--- config.mk ---
export PLATFORM = sky130hd
export DESIGN_NAME = tdh_ram
export DESIGN_NICKNAME = d
export VERILOG_FILES = /design/src/tdh_ram.sv
export SDC_FILE = /design/constraint.sdc
export NUM_CORES = 2
export LEC_CHECK = 0
export ABC_CLOCK_PERIOD_IN_PS = 9500
export BUFFER_PORTS_ARGS = -buffer_cell sky130_fd_sc_hd__clkbuf_2
export CAP_MARGIN = 20
export CORE_MARGIN = 2
export CORE_UTILIZATION = 45
export DETAILED_ROUTE_END_ITERATION = 6
export SYNTH_ARGS = -nofsm -noshare
export SYNTH_HDL_FRONTEND = slang
export SYNTH_SLANG_ARGS = --single-unit
--- constraint.sdc ---
create_clock -name i_clk -period 9.5 [get_ports i_clk]
set_input_delay 1.425 -clock i_clk [delete_from_list [all_inputs] [get_ports i_clk]]
set_output_delay 1.425 -clock i_clk [all_outputs]
set_load 0.005 [all_outputs]
--- src/tdh_ram.sv ---
`timescale 1ns / 1ps

module tdh_ram #(
    parameter int WIDTH = 32,
    parameter int DEPTH = 128
) (
    input  logic                     i_clk,
    input  logic                     i_we,
    input  logic [$clog2(DEPTH)-1:0] i_waddr,
    input  logic [WIDTH-1:0]         i_wdata,
    input  logic [$clog2(DEPTH)-1:0] i_raddr,
    output logic [WIDTH-1:0]         o_rdata
);

    logic [WIDTH-1:0] r_mem [DEPTH];

    always_ff @(posedge i_clk) begin
        if (i_we) begin
            r_mem[i_waddr] <= i_wdata;
        end
        o_rdata <= r_mem[i_raddr];
    end

endmodule

==> results.yml <==
outcome:
  outcome: "complete, no violations"
logic_synthesis:
  synth_seq_cells: 4128
  syn_inst: 5990
  async_flop_share_pct: 0
  synthTopCellsByArea: "edfxtp_1, mux4_2, clkbuf_1"
  yosysSeqAreaShare_pct: 79.1
  synth_warnings: 0
  ys_types: 17
  syn-cell-area_sq_um: 156000
  synth.most_common_cell: "edfxtp_1"
  syn_nets: 6038
  synth_top_cells_by_count: "edfxtp_1, mux4_2, clkbuf_1"
  syn_avg_cell_area_sq_um: 26.1
  synth.largest_area_cell: "edfxtp_1"
  synthFlopType: "edfxtp_1"
  synth_top_cell_area_share_pct: 78.7
  synth_enable_flop_cells: 4096
worst_setup_path:
  rr_startpoint: "r_mem[84][9]$_DFFE_PP_"
  worstSetupStartpointType: "primary input"
  slowest_delay_ns: 0.66
  crit_required_ns: 10.34
  startpoint: "i_raddr[0]"
  critical_path.slowest_cell: "buf_4"
  crit_type: "in -> reg"
  worstPathArrival_ns: 5.38
  cp_top_family: "multiplexers"
  cp-end-kind: "register"
  cp_max_fo: 69
  path_cells: "buf_12, buf_4, buf_4, mux4_2, mux4_2, mux4_2, mux2_2"
  critical_path_buf_inv_count: 3
  worst_path_most_repeated_cell: "mux4_2"
placed_design:
  placed_cells: 10500
  post-dp-hpwl_mm: 220
  portBuffers: 79
  routabilityCongestion: 0.806
detailed_routing:
  drt-total-wl_mm: 414
  dr.pass1.iters: 5
  drtIter0Drc: 10100
  wire_per_inst_um: 36.5
  avgViaCountPerCell: 6.23
  antenna_left: 0
  vias: 70600
  drc: 0
timing:
  clock_skew_ns: 0.0451
  hold_viol: 0
  setup_viol: 0
  slew-limit-headroom_pct: 24.3
  worstMarginPinSlew_ns: 1.14
  rsz0062_at_grt: "false"
  holdWs_ns: 0.877
  fmax_mhz: 220
  fin_tns_setup_ns: 0
  slew_violations: 0
  finalCritPeriodShare_pct: 47.8
  timing.final.crit_period_ns: 4.54
die:
  die_h_um: 593
  dieArea_sq_um: 352000
  chipWidth_um: 593
  rows: 216
  ioPinCount: 80
  design.core.area_sq_um: 346000
  start_util_pct: 45.2
power:
  leakage_nw: 53.8
  power.density_nw_per_um2: 213
  total_power_mw: 37.7
  ir_worst_vdd_mv: 0.160
finish:
  final_cells: 11300
  nets: 6419
  utilization_pct: 51.2
  drive_gt1_share_pct: 35.4
  syn_to_final_growth_pct: 13.3
grt:
  grt_pass1_wl_mm: 570
  grt_usage_pct: 23.5
  gr-total-overflow: 0
  grt_max_degree: 139
  grt_pass1_vias: 70500
  antenna_found_initial: 48
clock_tree:
  cts_tree: "yes"
  postCtsHoldBufs: 0
  cts_made_buffers: 398
  path_clk_slew_ns: 0.06
  cts.path.max_buffers: 4
  post-cts-setup-buffers: 0
  worstSkewPairLatency_ns: 0.96
  htree_levels: 5
  cts-resized-gates: 0
  clock-sinks: 4128
  cts_root_buf: "clkbuf_16"
min_path:
  hold_class: "in -> reg"
  hold_start: "i_wdata[20]"
job:
  cap_violations: 0
per-stage QoR:
| stage | cell area [sq um] | worst slack [ns] |
|---|---|---|
| after floorplan | 156000 | 4.84 |
| after global placement | 164000 | 3.91 |
| after detailed placement | 164000 | 3.91 |
| after CTS | 177000 | 4.94 |
| after global routing | 177000 | 4.76 |
| final | 177000 | 4.96 |
state kept, by name, indices dropped and copies added, names as in the netlist:
name and flops:
o_rdata 32, r_mem 4096
power breakdown:
part / switching, mW / total [mW] / internal, mW
Combinational: 1.17 / 1.89 / 0.721
Clock: 6.72 / 15.6 / 8.90
Sequential: 0.108 / 20.2 / 20.1
routing by layer:
metal	GRT usage, %	up-vias	share of wire [%]
met2	37.1	3423	48
met1	33.6	39400	40
met3	4.74	509	9.1
met4	6.72	14	2.9
met5	0	-	0.024
li1	-	27200	-
cell families after synthesis:
group	share of synthesized area [%]
buffers and inverters	0.839
muxes	19.6
DFF	79.1
and+or+nand+nor	0.446
final timing paths:
check                                                end  slack [ns]  cells after the start
worst max-delay path                 o_rdata[11]$_DFF_P_        4.96                      7
worst min-delay path            r_mem[119][20]$_DFFE_PP_        0.88                      1
worst max register to register        o_rdata[9]$_DFF_P_        6.81                      4
worst min register to register       o_rdata[23]$_DFF_P_        1.14                      4
final cells by class:
class	instances	area [sq um]
Antenna cell	61	153
Clock buffer	488	10600
Clock inverter	234	2200
Fill cell	26400	169000
Multi-Input combinational cell	1546	32300
Sequential cell	4128	124000
Tap cell	4578	5730
Timing Repair Buffer	297	2440
cell usage in the layout (no fill, tap or decap), types with 4 or more instances in the layout:
| cell | n |
|---|---|
| edfxtp_1 | 4096 |
| bufinv_16 | 37 |
| clkinvlp_4 | 6 |
| nor2_4 | 119 |
| buf_12 | 18 |
| clkinv_2 | 84 |
| dfxtp_1 | 32 |
| clkbuf_1 | 74 |
| clkinv_1 | 85 |
| mux2_2 | 32 |
| mux4_2 | 1344 |
| nor2b_1 | 7 |
| nand3_1 | 8 |
| nand2_1 | 11 |
| clkbuf_16 | 407 |
| nand3_2 | 4 |
| inv_6 | 12 |
| clkbuf_2 | 41 |
| buf_4 | 231 |
| diode_2 | 61 |
| nor3_2 | 9 |
| clkbuf_8 | 7 |
worst register-to-register path: stages, from the launching register on:
cell,delay [ns]
edfxtp_1,0.37
mux4_2,0.48
mux4_2,0.61
mux4_2,0.75
mux2_2,0.35
No activity file was read; power rests on OpenSTA's default activity.
