<file path="config.mk">
export PLATFORM = sky130hd
export DESIGN_NAME = tdh_div
export DESIGN_NICKNAME = d
export VERILOG_FILES = /design/src/tdh_div.sv
export SDC_FILE = /design/constraint.sdc
export NUM_CORES = 1
export LEC_CHECK = 0
export ABC_AREA = 1
export ABC_CLOCK_PERIOD_IN_PS = 4040
export BUFFER_PORTS_ARGS = -buffer_cell sky130_fd_sc_hd__buf_2
export CAP_MARGIN = 25
export CELL_PAD_IN_SITES_DETAIL_PLACEMENT = 0
export CELL_PAD_IN_SITES_GLOBAL_PLACEMENT = 1
export CORE_MARGIN = 3
export CORE_UTILIZATION = 46
export DETAILED_ROUTE_END_ITERATION = 12
export PLACE_DENSITY = 0.95
export SLEW_MARGIN = 0
export SYNTH_ARGS = -nofsm -noshare
export SYNTH_HDL_FRONTEND = slang
export SYNTH_SLANG_ARGS = --single-unit
</file>
<file path="constraint.sdc">
create_clock -name i_clk -period 4.04 [get_ports i_clk]
set_clock_uncertainty 0.1 [all_clocks]
set_input_delay 0.404 -clock i_clk [delete_from_list [all_inputs] [get_ports i_clk]]
set_output_delay 0.404 -clock i_clk [all_outputs]
set_load 0.05 [all_outputs]
</file>
<file path="src/tdh_div.sv">
`timescale 1ns / 1ps

module tdh_div #(
    parameter int COUNT_BITS    = 32,
    parameter int FRACTION_BITS = 16
) (
    input  logic                    i_clk,
    input  logic                    i_rst_n,
    input  logic                    i_start,
    input  logic [COUNT_BITS-1:0]   i_num,
    input  logic [COUNT_BITS-1:0]   i_den,
    output logic                    o_done,
    output logic [FRACTION_BITS:0]  o_quot
);

    localparam int STEP_W = $clog2(FRACTION_BITS);

    logic [COUNT_BITS:0]    r_rem;
    logic [COUNT_BITS-1:0]  r_den;
    logic [FRACTION_BITS:0] r_quot;
    logic [STEP_W-1:0]      r_step;
    logic                   r_run;
    logic                   r_done;

    logic [COUNT_BITS:0] n_shift;
    logic                n_ge;
    logic                n_first;

    always_comb begin
        n_shift = {r_rem[COUNT_BITS-1:0], 1'b0};
        n_ge    = (n_shift >= {1'b0, r_den});
        n_first = (i_num >= i_den);
    end

    always_ff @(posedge i_clk) begin
        if (!i_rst_n) begin
            r_run  <= 1'b0;
            r_done <= 1'b0;
            r_step <= '0;
        end else begin
            r_done <= 1'b0;
            if (i_start) begin
                r_run  <= 1'b1;
                r_step <= '0;
            end else if (r_run) begin
                if (r_step == STEP_W'(FRACTION_BITS - 1)) begin
                    r_run  <= 1'b0;
                    r_done <= 1'b1;
                end
                r_step <= r_step + 1'b1;
            end
        end
    end

    always_ff @(posedge i_clk) begin
        if (i_start) begin
            r_den  <= i_den;
            r_rem  <= n_first ? {1'b0, i_num - i_den} : {1'b0, i_num};
            r_quot <= {{FRACTION_BITS{1'b0}}, n_first};
        end else if (r_run) begin
            r_rem  <= n_ge ? (n_shift - {1'b0, r_den}) : n_shift;
            r_quot <= {r_quot[FRACTION_BITS-1:0], n_ge};
        end
    end

    assign o_done = r_done;
    assign o_quot = r_quot;

endmodule

</file>
==> results by group <==
Global route
  • Largest net degree at the start of global routing: 67
  • First-pass GRT wire length: ~43 mm
  • Via count of the first global-routing pass: 8657
  • GRT Overall Usage: 0.247
  • Final global-route overflow total: 0
  • Number of antenna violations at the first check in global routing: 0

Logic synthesis
  • Distinct cells, synth: 36
  • Async SR Flop Fraction: 0
  • Top cells by instance count after synthesis: 574 x sky130_fd_sc_hd__nand2_1, 290 x sky130_fd_sc_hd__inv_1, 130 x sky130_fd_sc_hd__nor2_1
  • Syn Nets: 1646
  • Synthesized area: 9220 um2
  • Sequential share of the synthesized area: 0.259
  • Yosys reg bits: 87
  • Cell type contributing the most total cell area after synthesis: sky130_fd_sc_hd__nand2_1
  • Number of instances in the synthesized netlist: between 1500 and 2000
  • Top cell type's share of synthesized area: 0.234
  • Predominant post-synthesis flop cell: sky130_fd_sc_hd__edfxtp_1
  • Most frequent cell after synthesis: sky130_fd_sc_hd__nand2_1
  • Synth area leaders: sky130_fd_sc_hd__nand2_1 23%, sky130_fd_sc_hd__edfxtp_1 21%, sky130_fd_sc_hd__inv_1 12%, sky130_fd_sc_hd__ha_1 8.8%, sky130_fd_sc_hd__nand3_1 6.5%
  • Mean area per synthesized cell: 6.10 um2
  • Number of enable-type register cells in the synthesized netlist: 65
  • Synth warnings: 0

Routing
  • Via count: 9177
  • Number of DRC markers after the initial detailed-route iteration: 771
  • Detailed Route WL: around 27 mm
  • Post-route DRC: 0
  • Routed length per placed instance: 14.5 um
  • Final antenna-violating net count: 0
  • Detailed-router iteration count before antenna repair: 5
  • Vias per Instance: 4.94

Timing
  • Final max-slew violation count: 0
  • Final worst path period need: about 2.8 ns
  • Final setup vio count: 0
  • Worst hold slack across all endpoints: around 0.15 ns
  • Hold violation count in the final report: 0
  • Unrepaired setup endpoints after global routing: no
  • Slew HR: 0.506
  • Aggregate negative setup slack: 0 ns
  • Slew at the pin with the worst max-slew slack: around 0.74 ns
  • Final setup slack of the worst path: 1.23 ns
  • Period utilisation layout: 0.695
  • Fmax: 356 MHz

Clocking
  • H-tree levels: 3
  • Resized Gates After CTS: 0
  • Clk_lat worst skew: 0.35 ns
  • Clock root buffer: sky130_fd_sc_hd__clkbuf_16
  • CTS tree: yes
  • Number of clock sinks: 87
  • CTS clk-pin slew, worst paths: about 0.07 ns
  • Setup repair bufs after CTS: 0
  • Cts bufs inserted: 9
  • # hold bufs at CTS: 0
  • Maximum count of clock buffers along a single path: 2

Setup path
  • Critical Path Fanout Max: 34
  • Worst path buffer plus inverter count: 3
  • Crit-path cells: buf_2 -> inv_1 -> ha_1 -> fa_1 -> inv_1 -> nand3_1 -> nand3_2 -> nand2_1 -> nand2_2 -> nand2_1 -> nand3_1 -> nand2_2 -> nand2_4 -> nand2_2 -> nand2_1 -> nand2_1 -> nand2_1
  • Data arrival time of the critical path: 2.93 ns
  • Classification of the worst setup path: in -> reg
  • Slowest cell on crit path: sky130_fd_sc_hd__fa_1
  • Max incr delay on CP: 0.42 ns
  • Largest delay share family, worst path: simple AND/OR/NAND/NOR gates
  • Worst setup SP type: input pin
  • Required time of the worst setup path: 4.16 ns
  • Cell mode on critical path: sky130_fd_sc_hd__nand2_1
  • Endpoint kind of the worst setup timing path: register

Finish
  • Total number of nets in the final design: 1720
  • Area of the multi-input gates: about 5600 um2
  • Combined flip-flop and latch cell area: 2390 um2
  • Non-filler cells in the finished layout: 1856
  • Fillers: 2045
  • Fraction of layout instances using a drive strength above 1: 0.0849
  • Total inserted antenna cells: 0
  • Utilization after layout: 0.518
  • Synth-to-layout area growth: 10.1%
  • Cell area after layout: 10100 um2

Pwr
  • Power density over the cells: 457 nW/um2
  • Leakage power of the design: 5.73 nW
  • Post-layout power: 4.64 mW
  • Maximum vdd ir drop: 0.000208 V

Status
  • Run status: finished clean

Die
  • Die area: approximately 22000 um2
  • Placeable core region: about 20000 um2
  • Height of the die: 148 um
  • Initial core utilization: 0.471
  • Row cnt: 51
  • Die X-Extent: 148 um
  • Top-Level Pins: 85

Placed design
  • Number of placed instances, taps included: 1840
  • Cell Area, Placed: 9850 um2
  • Placement Setup Slack: 0.902 ns
  • Routability-driven placement congestion ratio: 0.981
  • Final HPWL DP: 22.8 mm
  • IO buf count: 84

Run
  • Max-cap violation count: 0

Min path
  • Hold Crit Class: in -> reg
==> where the power goes <==
group	switching (mW)	total (mW)	internal [mW]	leakage (nW)
clock	0.382	0.819	0.437	0.149
combinational	1.68	2.55	0.875	4.76
sequential	0.103	1.26	1.16	0.827
total	2.16	4.64	2.47	5.73
==> final cells by class <==
| class | count | area share |
|---|---|---|
| Clock inverter | 7 | 0.00727 |
| Sequential cell | 87 | 0.236 |
| Inverter | 292 | 0.108 |
| Timing Repair Buffer | 90 | 0.0459 |
| Multi-Input combinational cell | 1106 | 0.548 |
| Clock buffer | 9 | 0.0222 |
| Tap cell | 265 | 0.0327 |
==> path summary, 6_finish.rpt <==
check	end	start	slack, ns	cells past startpoint
hold / removal	r_den[30]	i_den[30]	0.15	1
hold reg to reg	r_step[1]	r_step[1]	0.39	2
setup reg to reg	r_rem[30]	r_rem[6]	1.34	13
setup / recovery	r_rem[28]	i_num[0]	1.23	17
==> flip-flops by register name, indices dropped and copies added (netlist names) <==
signal	count
r_run	1
r_step	4
o_done	1
r_den	32
o_quot	17
r_rem	32
==> layout by cell type, fill, tap and decap left out, types with 3 or more instances in the layout <==
master                      count
sky130_fd_sc_hd__a21oi_1       38
sky130_fd_sc_hd__nand2_2        9
sky130_fd_sc_hd__and2_1         4
sky130_fd_sc_hd__buf_2         84
sky130_fd_sc_hd__o21bai_1       6
sky130_fd_sc_hd__nor3_1         7
sky130_fd_sc_hd__clkbuf_16      9
sky130_fd_sc_hd__nor2_1       130
sky130_fd_sc_hd__edfxtp_1      65
sky130_fd_sc_hd__nand3_2        6
sky130_fd_sc_hd__buf_4          6
sky130_fd_sc_hd__nand4_1       18
sky130_fd_sc_hd__nor2_2         5
sky130_fd_sc_hd__nand3b_1      49
sky130_fd_sc_hd__o21a_1         5
sky130_fd_sc_hd__dfxtp_1       22
sky130_fd_sc_hd__nand2_1      574
sky130_fd_sc_hd__inv_8          3
sky130_fd_sc_hd__ha_1          65
sky130_fd_sc_hd__nand3_1      120
sky130_fd_sc_hd__inv_1        290
sky130_fd_sc_hd__o21ai_0       25
sky130_fd_sc_hd__xnor2_1       27
==> per-layer routing <==
layer	track usage	up-vias	routed length (um)
met1	0.361	4035	12900
met4	0.0848	0	861
met3	0.0159	48	1310
met5	0	-	0
li1	-	4845	-
met2	0.390	249	11900
==> cell families after synthesis <==
family                   count (synthesis)  synth area share
AND/OR/NAND/NOR                        930             0.435
adder cells (fa/ha/maj)                 67            0.0925
buffers and inverters                  319             0.137
flip-flops                              87             0.259
XOR/XNOR                                28            0.0266
AO/OA/AOI/OAI                           81            0.0488
==> worst reg2reg max path, delay by kind of cell (launching register included) <==
| family | cells | cell delay [ns] |
|---|---|---|
| adder cells (fa/ha/maj) | 1 | 0.39 |
| AO/OA/AOI/OAI | 1 | 0.21 |
| buffers and inverters | 1 | 0.05 |
| AND/OR/NAND/NOR | 10 | 1.28 |
| flip-flops | 1 | 0.43 |
(Power assumes the default switching activity.)
